==> src/hw/rtl/tkrt_pkg.sv <==
`timescale 1ns / 1ps
// ----------------------------------------------------------------------------
// tkrt_pkg: shared types for the top-K ranked table
// Request and response payloads, the stored entry, and the offer and status
// bundles that run between the top level and each cell of the chain.
// ----------------------------------------------------------------------------
package tkrt_pkg;

  // request opcodes
  localparam logic OP_OFFER = 1'b0;
  localparam logic OP_READ  = 1'b1;

  // width of rank, count and read index fields
  localparam int RANK_W = 4;

  typedef struct packed {
    logic              cmd;
    logic [31:0]       score_in;
    logic [31:0]       time_in;
    logic [15:0]       tag_in;
    logic [RANK_W-1:0] read_index;
  } req_t;

  typedef struct packed {
    logic              accepted;
    logic [RANK_W-1:0] rank;
    logic [RANK_W-1:0] count;
    logic              entry_valid;
    logic [31:0]       entry_score;
    logic [31:0]       entry_time;
    logic [15:0]       entry_tag;
  } rsp_t;

  // one stored table entry
  typedef struct packed {
    logic [31:0] score;
    logic [31:0] time_ms;
    logic [15:0] tag;
  } entry_t;

  // offer broadcast to every cell
  typedef struct packed {
    logic   en;
    entry_t item;
  } offer_t;

  // per-cell status back to the top level
  typedef struct packed {
    logic beats;   // stored entry is occupied and ranks strictly above the offer
    logic landed;  // the offer lands in this cell
  } cell_stat_t;

endpackage

==> src/hw/rtl/tkrt_cell.sv <==
`timescale 1ns / 1ps
// ----------------------------------------------------------------------------
// tkrt_cell: one rank slot of the sorted chain
// Holds one entry, compares it against the offered entry, and on an offer
// either keeps its entry, takes the offer, or takes its upper neighbor's entry.
// ----------------------------------------------------------------------------
module tkrt_cell #(
  parameter int IDX = 0,
  parameter int CW  = 4
) (
  input  logic                clk,
  input  tkrt_pkg::offer_t    offer,
  input  logic [CW-1:0]       count,
  input  tkrt_pkg::entry_t    nbr_entry,
  input  logic                nbr_beats,
  output tkrt_pkg::entry_t    entry,
  output tkrt_pkg::cell_stat_t stat
);

  logic occupied;
  logic ranks_above;

  // occupancy follows the entry count: slots fill from rank 0 down
  assign occupied = CW'(IDX) < count;

  // larger score wins, then larger time; a tie goes to the newcomer
  assign ranks_above = (entry.score > offer.item.score) ||
                       ((entry.score == offer.item.score) &&
                        (entry.time_ms > offer.item.time_ms));

  assign stat.beats  = occupied && ranks_above;
  assign stat.landed = !stat.beats && nbr_beats;

  // keep, insert, or shift down from the neighbor
  always_ff @(posedge clk) begin
    if (offer.en && !stat.beats) begin
      entry <= nbr_beats ? offer.item : nbr_entry;
    end
  end

endmodule

==> src/hw/rtl/top_k_ranked_table.sv <==
`timescale 1ns / 1ps
// ----------------------------------------------------------------------------
// top_k_ranked_table: keeps the best TABLE_DEPTH entries in rank order
// Each accepted request's response is captured in the response register.
// Throughput: one request per cycle while the response side is not stalled;
// the chain compares and shifts together; a stalled response register holds.
// Reset clears count and rsp_valid; slot contents stay unset until written.
// ----------------------------------------------------------------------------
module top_k_ranked_table #(
  parameter int TABLE_DEPTH = 10
) (
  input  logic           clk,
  input  logic           rst,
  input  logic           req_valid,
  output logic           req_stall,
  input  tkrt_pkg::req_t req,
  output logic           rsp_valid,
  input  logic           rsp_stall,
  output tkrt_pkg::rsp_t rsp
);

  localparam int CW     = $clog2(TABLE_DEPTH + 1);
  localparam int READ_N = (TABLE_DEPTH < 16) ? TABLE_DEPTH : 16;

  logic                 fire;
  logic                 offer_fire;
  logic [CW-1:0]        count;
  logic [CW-1:0]        count_next;
  tkrt_pkg::offer_t     offer;
  tkrt_pkg::entry_t     entries [TABLE_DEPTH];
  tkrt_pkg::entry_t     nbr     [TABLE_DEPTH];
  logic [TABLE_DEPTH-1:0] beats;
  logic [TABLE_DEPTH-1:0] nbr_beats;
  logic [TABLE_DEPTH-1:0] landed;
  tkrt_pkg::cell_stat_t stats   [TABLE_DEPTH];
  logic                 accepted;
  logic                 grow;
  logic [tkrt_pkg::RANK_W-1:0] rank;
  tkrt_pkg::rsp_t       rsp_next;

  // request handshake: accept whenever the response register can move
  assign req_stall  = rsp_valid && rsp_stall;
  assign fire       = req_valid && !req_stall;
  assign offer_fire = fire && (req.cmd == tkrt_pkg::OP_OFFER);

  assign offer.en           = offer_fire;
  assign offer.item.score   = req.score_in;
  assign offer.item.time_ms = req.time_in;
  assign offer.item.tag     = req.tag_in;

  // cell chain: each cell sees its upper neighbor
  for (genvar i = 0; i < TABLE_DEPTH; i++) begin : g_cell
    if (i == 0) begin : g_head
      assign nbr[i]       = offer.item;
      assign nbr_beats[i] = 1'b1;
    end else begin : g_body
      assign nbr[i]       = entries[i-1];
      assign nbr_beats[i] = beats[i-1];
    end

    tkrt_cell #(
      .IDX (i),
      .CW  (CW)
    ) u_cell (
      .clk       (clk),
      .offer     (offer),
      .count     (count),
      .nbr_entry (nbr[i]),
      .nbr_beats (nbr_beats[i]),
      .entry     (entries[i]),
      .stat      (stats[i])
    );

    assign beats[i]  = stats[i].beats;
    assign landed[i] = stats[i].landed;
  end

  // the offer gets in unless every slot beats it
  assign accepted = !beats[TABLE_DEPTH-1];
  assign grow     = offer_fire && accepted && (count < CW'(TABLE_DEPTH));

  // landing slot index
  always_comb begin
    rank = '0;
    for (int i = 0; i < TABLE_DEPTH; i++) begin
      if (landed[i]) begin
        rank = rank | tkrt_pkg::RANK_W'(i);
      end
    end
  end

  // response assembly
  always_comb begin
    rsp_next = '0;
    if (req.cmd == tkrt_pkg::OP_OFFER) begin
      rsp_next.accepted = accepted;
      rsp_next.rank     = accepted ? rank : '0;
    end else begin
      for (int i = 0; i < READ_N; i++) begin
        if ((req.read_index == tkrt_pkg::RANK_W'(i)) && (CW'(i) < count)) begin
          rsp_next.entry_valid = 1'b1;
          rsp_next.entry_score = entries[i].score;
          rsp_next.entry_time  = entries[i].time_ms;
          rsp_next.entry_tag   = entries[i].tag;
        end
      end
    end
    rsp_next.count = tkrt_pkg::RANK_W'(count_next);
  end

  assign count_next = grow ? count + CW'(1) : count;

  // entry count
  always_ff @(posedge clk) begin
    if (rst) begin
      count <= '0;
    end else begin
      count <= count_next;
    end
  end

  // response register
  always_ff @(posedge clk) begin
    if (rst) begin
      rsp_valid <= 1'b0;
    end else if (fire) begin
      rsp_valid <= 1'b1;
    end else if (!rsp_stall) begin
      rsp_valid <= 1'b0;
    end
  end

  always_ff @(posedge clk) begin
    if (fire) begin
      rsp <= rsp_next;
    end
  end

`ifndef ASSERT_OFF
  // count stays within the table
  a_count_bound: assert property (@(posedge clk) disable iff (rst)
    count <= CW'(TABLE_DEPTH))
    else $error("entry count above table depth");

  // the offer lands in at most one slot
  a_one_landing: assert property (@(posedge clk) disable iff (rst)
    $onehot0(landed))
    else $error("offer landed in more than one slot");

  // an offer into a table with room is always taken
  a_room_accepts: assert property (@(posedge clk) disable iff (rst)
    offer_fire && (count < CW'(TABLE_DEPTH)) |=> rsp.accepted)
    else $error("offer rejected while table had room");

  // a rejection only happens on a full table
  a_reject_full: assert property (@(posedge clk) disable iff (rst)
    offer_fire && !accepted |-> count == CW'(TABLE_DEPTH))
    else $error("offer rejected on a table that is not full");

  // count moves only on an accepted request
  a_count_quiet: assert property (@(posedge clk) disable iff (rst)
    !fire |=> $stable(count))
    else $error("entry count changed without a request");
`endif

endmodule

==> config.mk <==
export PLATFORM = sky130hd
export DESIGN_NAME = top_k_ranked_table
export DESIGN_NICKNAME = d
export VERILOG_FILES = /design/src/hw/rtl/tkrt_pkg.sv /design/src/hw/rtl/tkrt_cell.sv /design/src/hw/rtl/top_k_ranked_table.sv
export SDC_FILE = /design/constraint.sdc
export NUM_CORES = 2
export LEC_CHECK = 0
export ABC_AREA = 1
export BUFFER_PORTS_ARGS = -buffer_cell sky130_fd_sc_hd__buf_2
export CAP_MARGIN = 10
export CORE_ASPECT_RATIO = 1.1
export CORE_MARGIN = 2
export CORE_UTILIZATION = 40
export DETAILED_ROUTE_END_ITERATION = 16
export PLACE_DENSITY = 0.64
export SYNTH_ARGS = -nofsm -noshare
export SYNTH_HDL_FRONTEND = slang
export SYNTH_HIERARCHICAL = 1
export SYNTH_SLANG_ARGS = --single-unit
==> constraint.sdc <==
create_clock -name clk -period 8.77 [get_ports clk]
set_input_delay 1.754 -clock clk [delete_from_list [all_inputs] [get_ports clk]]
set_output_delay 1.754 -clock clk [all_outputs]
set_load 0.02 [all_outputs]
== Yosys cells after proc, flatten, opt, wreduce, memory -nomap -nowiden ==
Cells that the tools add are included.

* Magnitude comparators: 31
* $add $sub $neg: 1
* Eq/ne operators: 20
* Reduce and logical (&&, ||, !) cells: 76
* Shift-type cells: 0
* Bitwise operators: 1
* $mul: 0
* Divide/modulo/power cells: 0
* Multiplexer cells: 31

{| class="wikitable"
|+ Operators by type and width
! cell !! number
|-
| two-way mux 81 bit || 10
|-
| two-way mux 80 bit || 9
|-
| greater-than comparator 32 bit || 20
|-
| == test 32 bit || 10
|-
| logical AND 1 bit || 53
|-
| == test 4 x 3 -> 1 bit (second input constant) || 4
|-
| less-than comparator 3 x 4 -> 1 bit (first input constant) || 4
|-
| two-way mux 3 bit || 4
|-
| two-way mux 4 bit || 3
|-
| zero test 1 bit || 11
|-
| logical OR 1 bit || 10
|-
| == test 4 x 2 -> 1 bit (second input constant) || 2
|-
| == test 4 bit (second input constant) || 2
|-
| less-than comparator 1 x 4 -> 1 bit (first input constant) || 2
|-
| less-than comparator 2 x 4 -> 1 bit (first input constant) || 2
|-
| less-than comparator 4 bit (first input constant) || 2
|-
| adder 4 x 1 -> 4 bit (second input constant) || 1
|-
| == test 4 x 1 -> 1 bit (second input constant) || 1
|-
| zero test 4 bit || 1
|-
| less-than comparator 4 bit (second input constant) || 1
|-
| two-way mux 2 bit || 2
|-
| two-way mux 1 bit || 3
|-
| inequality test 2 x 1 -> 1 bit (second input constant) || 1
|-
| OR reduction 2 bit || 1
|-
| inverter 1 bit || 1
|}

* ROM bits: 0
* Memories kept: 0
* Bits of input ports: 89
* Latch bits: 0
* Output and inout port bits: 92
* Word-level logic and storage cells: 199
* Memory bits (writable): 0
* Flip-flop bits (word level): 895

== Logic depth before layout (Yosys ltp) ==
* Depth after elaboration: 15
* Depth in mapped cells: 25

== Cells and area by module ==
The synthesis kept the hierarchy.

{| class="wikitable"
|+ By module, submodules not included
! module !! sequential area each (um2) !! cells an instance !! area an instance (um2) !! instances
|-
| tkrt_cell at g_cell[0].u_cell ... || 2402.3 || 570 || 5023.6 || 2
|-
| tkrt_cell at g_cell[1].u_cell ... || 2402.3 || 570 || 5022.3 || 2
|-
| top_k_ranked_table || 2802.7 || 1608 || 9693.0 || 1
|-
| tkrt_cell at g_cell[4].u_cell || 2402.3 || 573 || 5028.6 || 1
|-
| tkrt_cell at g_cell[6].u_cell || 2402.3 || 571 || 5027.3 || 1
|-
| tkrt_cell at g_cell[5].u_cell || 2402.3 || 573 || 5024.8 || 1
|-
| tkrt_cell at g_cell[8].u_cell || 2402.3 || 570 || 5024.8 || 1
|-
| tkrt_cell at g_cell[3].u_cell || 2402.3 || 573 || 5023.6 || 1
|-
| tkrt_cell at g_cell[7].u_cell || 2402.3 || 569 || 5014.8 || 1
|}

== Worst setup path after synthesis ==
OpenSTA, ideal clock, no wires.

* Path type: input to register
* From: input port rsp_stall
* To: register rsp[81] in the netlist's numbering, data pin
* Cell stages on the path: 7
* Path slack: 1.557 ns
* Arrival time: 6.962 ns
* Setup time: 0.251 ns
* Required time: 8.519 ns
* Path through: nand2_1 -> inv_1 -> nor2_1 -> nand3b_1 -> or2_2 -> nand2_1 -> inv_1

* Longest elaborated chain between the ends: 7

{| class="wikitable"
|+ RTL lines
! item !! line !! text
|-
| start, declared || top_k_ranked_table.sv:18 || <nowiki>input logic rsp_stall,</nowiki>
|-
| logical AND 1 bit || top_k_ranked_table.sv:42 || <nowiki>assign req_stall = rsp_valid && rsp_stall;</nowiki>
|-
| net req_stall || top_k_ranked_table.sv:15 || <nowiki>output logic req_stall,</nowiki>
|-
| zero test 1 bit || top_k_ranked_table.sv:43 || <nowiki>assign fire = req_valid && !req_stall;</nowiki>
|-
| logical AND 1 bit || top_k_ranked_table.sv:43 ||
|-
| net fire || top_k_ranked_table.sv:25 || <nowiki>logic fire;</nowiki>
|-
| logical AND 1 bit || top_k_ranked_table.sv:44 || <nowiki>assign offer_fire = fire && (req.cmd == tkrt_pkg::OP_OFFER);</nowiki>
|-
| logical AND 1 bit (2 in series) || top_k_ranked_table.sv:80 || <nowiki>assign grow = offer_fire && accepted && (count < CW'(TABLE_DEPTH));</nowiki>
|-
| two-way mux 4 bit || top_k_ranked_table.sv:111 || <nowiki>assign count_next = grow ? count + CW'(1) : count;</nowiki>
|-
| net count_next[0] || top_k_ranked_table.sv:28 || <nowiki>logic [CW-1:0] count_next;</nowiki>
|-
| end signal, assigned || top_k_ranked_table.sv:135 || <nowiki>rsp <= rsp_next;</nowiki>
|-
| end, declared || top_k_ranked_table.sv:19 || <nowiki>output tkrt_pkg::rsp_t rsp</nowiki>
|}

The timed path passes the listed nets, and every way through them passes these cells.
A chain may end at the register's enable or synchronous reset.

== Worst setup path after layout ==
* From: input port req[31] in the netlist's numbering
* To: register g_cell[9].u_cell/entry[53] in the netlist's numbering, data pin

* Longest elaborated chain between the ends: 5

{| class="wikitable"
|+ RTL lines
! item !! line !! text
|-
| start, declared || top_k_ranked_table.sv:16 || <nowiki>input tkrt_pkg::req_t req,</nowiki>
|-
| greater-than comparator 32 bit || tkrt_cell.sv:29 || <nowiki>(entry.time_ms > offer.item.time_ms));</nowiki>
|-
| logical AND 1 bit || tkrt_cell.sv:28 || <nowiki>((entry.score == offer.item.score) &&</nowiki>
|-
| logical OR 1 bit || tkrt_cell.sv:27 || <nowiki>assign ranks_above = (entry.score > offer.item.score) ||</nowiki>
|-
| logical AND 1 bit || tkrt_cell.sv:31 || <nowiki>assign stat.beats = occupied && ranks_above;</nowiki>
|-
| net beats[8] || top_k_ranked_table.sv:32 || <nowiki>logic [TABLE_DEPTH-1:0] beats;</nowiki>
|-
| two-way mux 80 bit || tkrt_cell.sv:37 || <nowiki>entry <= nbr_beats ? offer.item : nbr_entry;</nowiki>
|-
| end signal, assigned || tkrt_cell.sv:37 ||
|-
| end, declared || tkrt_cell.sv:16 || <nowiki>output tkrt_pkg::entry_t entry,</nowiki>
|}

The timed path passes the listed nets, and every way through them passes these cells.

==> results.toml <==
[status]
status = "complete, no violations"

[worst_setup_path]
required_ns = 9.18
critical_path_class = "input port to flip-flop"
worstPathMaxFanout = 79
start_kind = "input port"
crit_family = "simple AND/OR/NAND/NOR gates"
end_kind = "flip-flop"
path_cells = "buf_2 -> inv_1 -> ha_1 -> nand4_1 -> nor3_1 -> nand2_1 -> nand2_1 -> nand2_1 -> nand2_1 -> nand2_1 -> nand2_2 -> and2_1 -> inv_4 -> buf_4 -> nand2_1 -> o21ai_0"
max_stage_delay_ns = 0.83
cp_num_buf_inv = 4
crit_path_top_delay_cell = "and2_1"
worstPathArrival_ns = 6.29
cp_common_cell = "nand2_1"

[sta]
max_freq_mhz = 170
final-hold-violation-count = 0
report.final.slew_viol_count = 0
tightest_slew_ns = 1.12
relSlewSlack_pct = 25.2
finalSetupTns_ns = 0
clock_skew_ns = 0.0469
setup_viol = 0
fin_crit_ns = 5.88
period_share_pct = 67.0
rsz0062_at_grt = "no"
worst_slack_ns = 2.89

[global_routing]
grt_start_max_net_pins = 143
grt-ovfl-total = 0
grtUsageTotal_pct = 27.8
antenna_found_initial = 22
grt_pass1_vias = 50913
grt_pass1_wl_mm = 321

[route]
detail-route-antenna-nets = 0
wl_per_cell_microns = 23.2
drt_first_pass_iters = 6
via_per_inst = 5.63
drcViolationCount = 0
wirelength_mm = 218
vias = 52977
dr.first_iter.drc_count = 6076

[yosys]
synth_nets = 8047
avgSynthCellArea_sq_um = 8.19
synth_area_sq_um = 59900
syn_inst = 7316
yosysWarnings = 6

[run]
maxCapViolations = 0

[floorplanning]
num_io_pins = 181
rows = 148
fp.dieW_microns = 373
die_area_sq_um = 153000
die_h_microns = 410
initial_utilization_pct = 40.4
core_sq_um = 148000

[power]
leakage_nw = 31.0
power.density_nw_per_um2 = 168
vdd_drop_max_mv = 0.176

[clock_tree]
ctsHtreeMaxLevel = 3
ctsHoldBuffers = 0
ctsResizeCount = 0
clock_latency_ns = 0.74
clk_path_buf_depth = 3
clkTransAtPathRegs_ns = 0.06
cts_buffers = 103
cts_sinks = 895
root_buffer = "clkbuf_16"
tritoncts = "done"
cts_setup_buffers = 0

[final_layout]
drive_gt1_share_pct = 8.12
final_cells = 9416
fin_nets = 8107
mostFrequentLayoutCells = "nand2_1, edfxtp_1, inv_1"
synthToLayoutAreaGrowth_pct = 10.3
fin_area_sq_um = 66100
final_common_cell = "nand2_1"

[placement]
routabilityCongestion = 0.961
hpwlAfterDp_mm = 149
dp_slack_ns = 2.19
io_buffers = 180
place_inst = 9221
place_area_sq_um = 62700

[min_path]
hp-class = "flip-flop to flip-flop"
per-layer routing:
layer / global-route usage [%] / vias to the layer above / wire, microns
li1: - / 24508 / -
met1: 36.3 / 25166 / 87000
met2: 44.3 / 2717 / 97700
met3: 4.50 / 570 / 21400
met4: 14.9 / 16 / 11800
met5: 0 / - / 86
worst min-delay path: stages, from the launching register on:
cell	delay, ns
dfxtp_1	0.31
nand2_1	0.07
a21oi_1	0.06
where the power goes:
group | total (W) | switching [W] | internal, W | leakage, nW
logic | 0.00144 | 0.00102 | 0.000423 | 20.9
registers | 0.00511 | 0.000149 | 0.00496 | 8.42
clock network | 0.00455 | 0.00191 | 0.00263 | 1.67
total | 0.0111 | 0.00308 | 0.00801 | 31.0
worst paths after layout:
check                                                 from                         end  slack, ns  cells after the start
worst min register to register                   rsp_valid                   rsp_valid       0.49                      2
worst min-delay path                             rsp_valid                   rsp_valid       0.49                      2
worst max register to register  g_cell[8].u_cell/entry[23]  g_cell[9].u_cell/entry[53]       3.82                     16
worst max-delay path                               req[31]  g_cell[9].u_cell/entry[53]       2.89                     16
metrics by stage:
step	hold slack, ns	total power [W]	utilization, %
floorplan	0.507	0.00604	-
global placement	0.463	0.00654	42.3
detailed placement	0.469	0.00658	42.3
CTS	0.486	0.0111	44.6
global route	0.548	0.0115	44.6
finish	0.485	0.0111	44.6
final cells by class:
cell class	instances	area, sq um
fillers	14420	82200
multi-input cells	5224	28500
flip-flops and latches	895	26800
inverters	904	3420
clock buffers	119	2710
well taps	1950	2440
repair buffers	248	1490
clock inverters	65	697
diodes	11	27.5
flip-flops by register name, indices dropped and copies added, names as in the netlist:
| name | count |
|---|---|
| rsp_valid | 1 |
| rsp | 90 |
| g_cell.u_cell/entry | 800 |
| count | 4 |
Note: power is estimated with default switching activity, not from simulation.
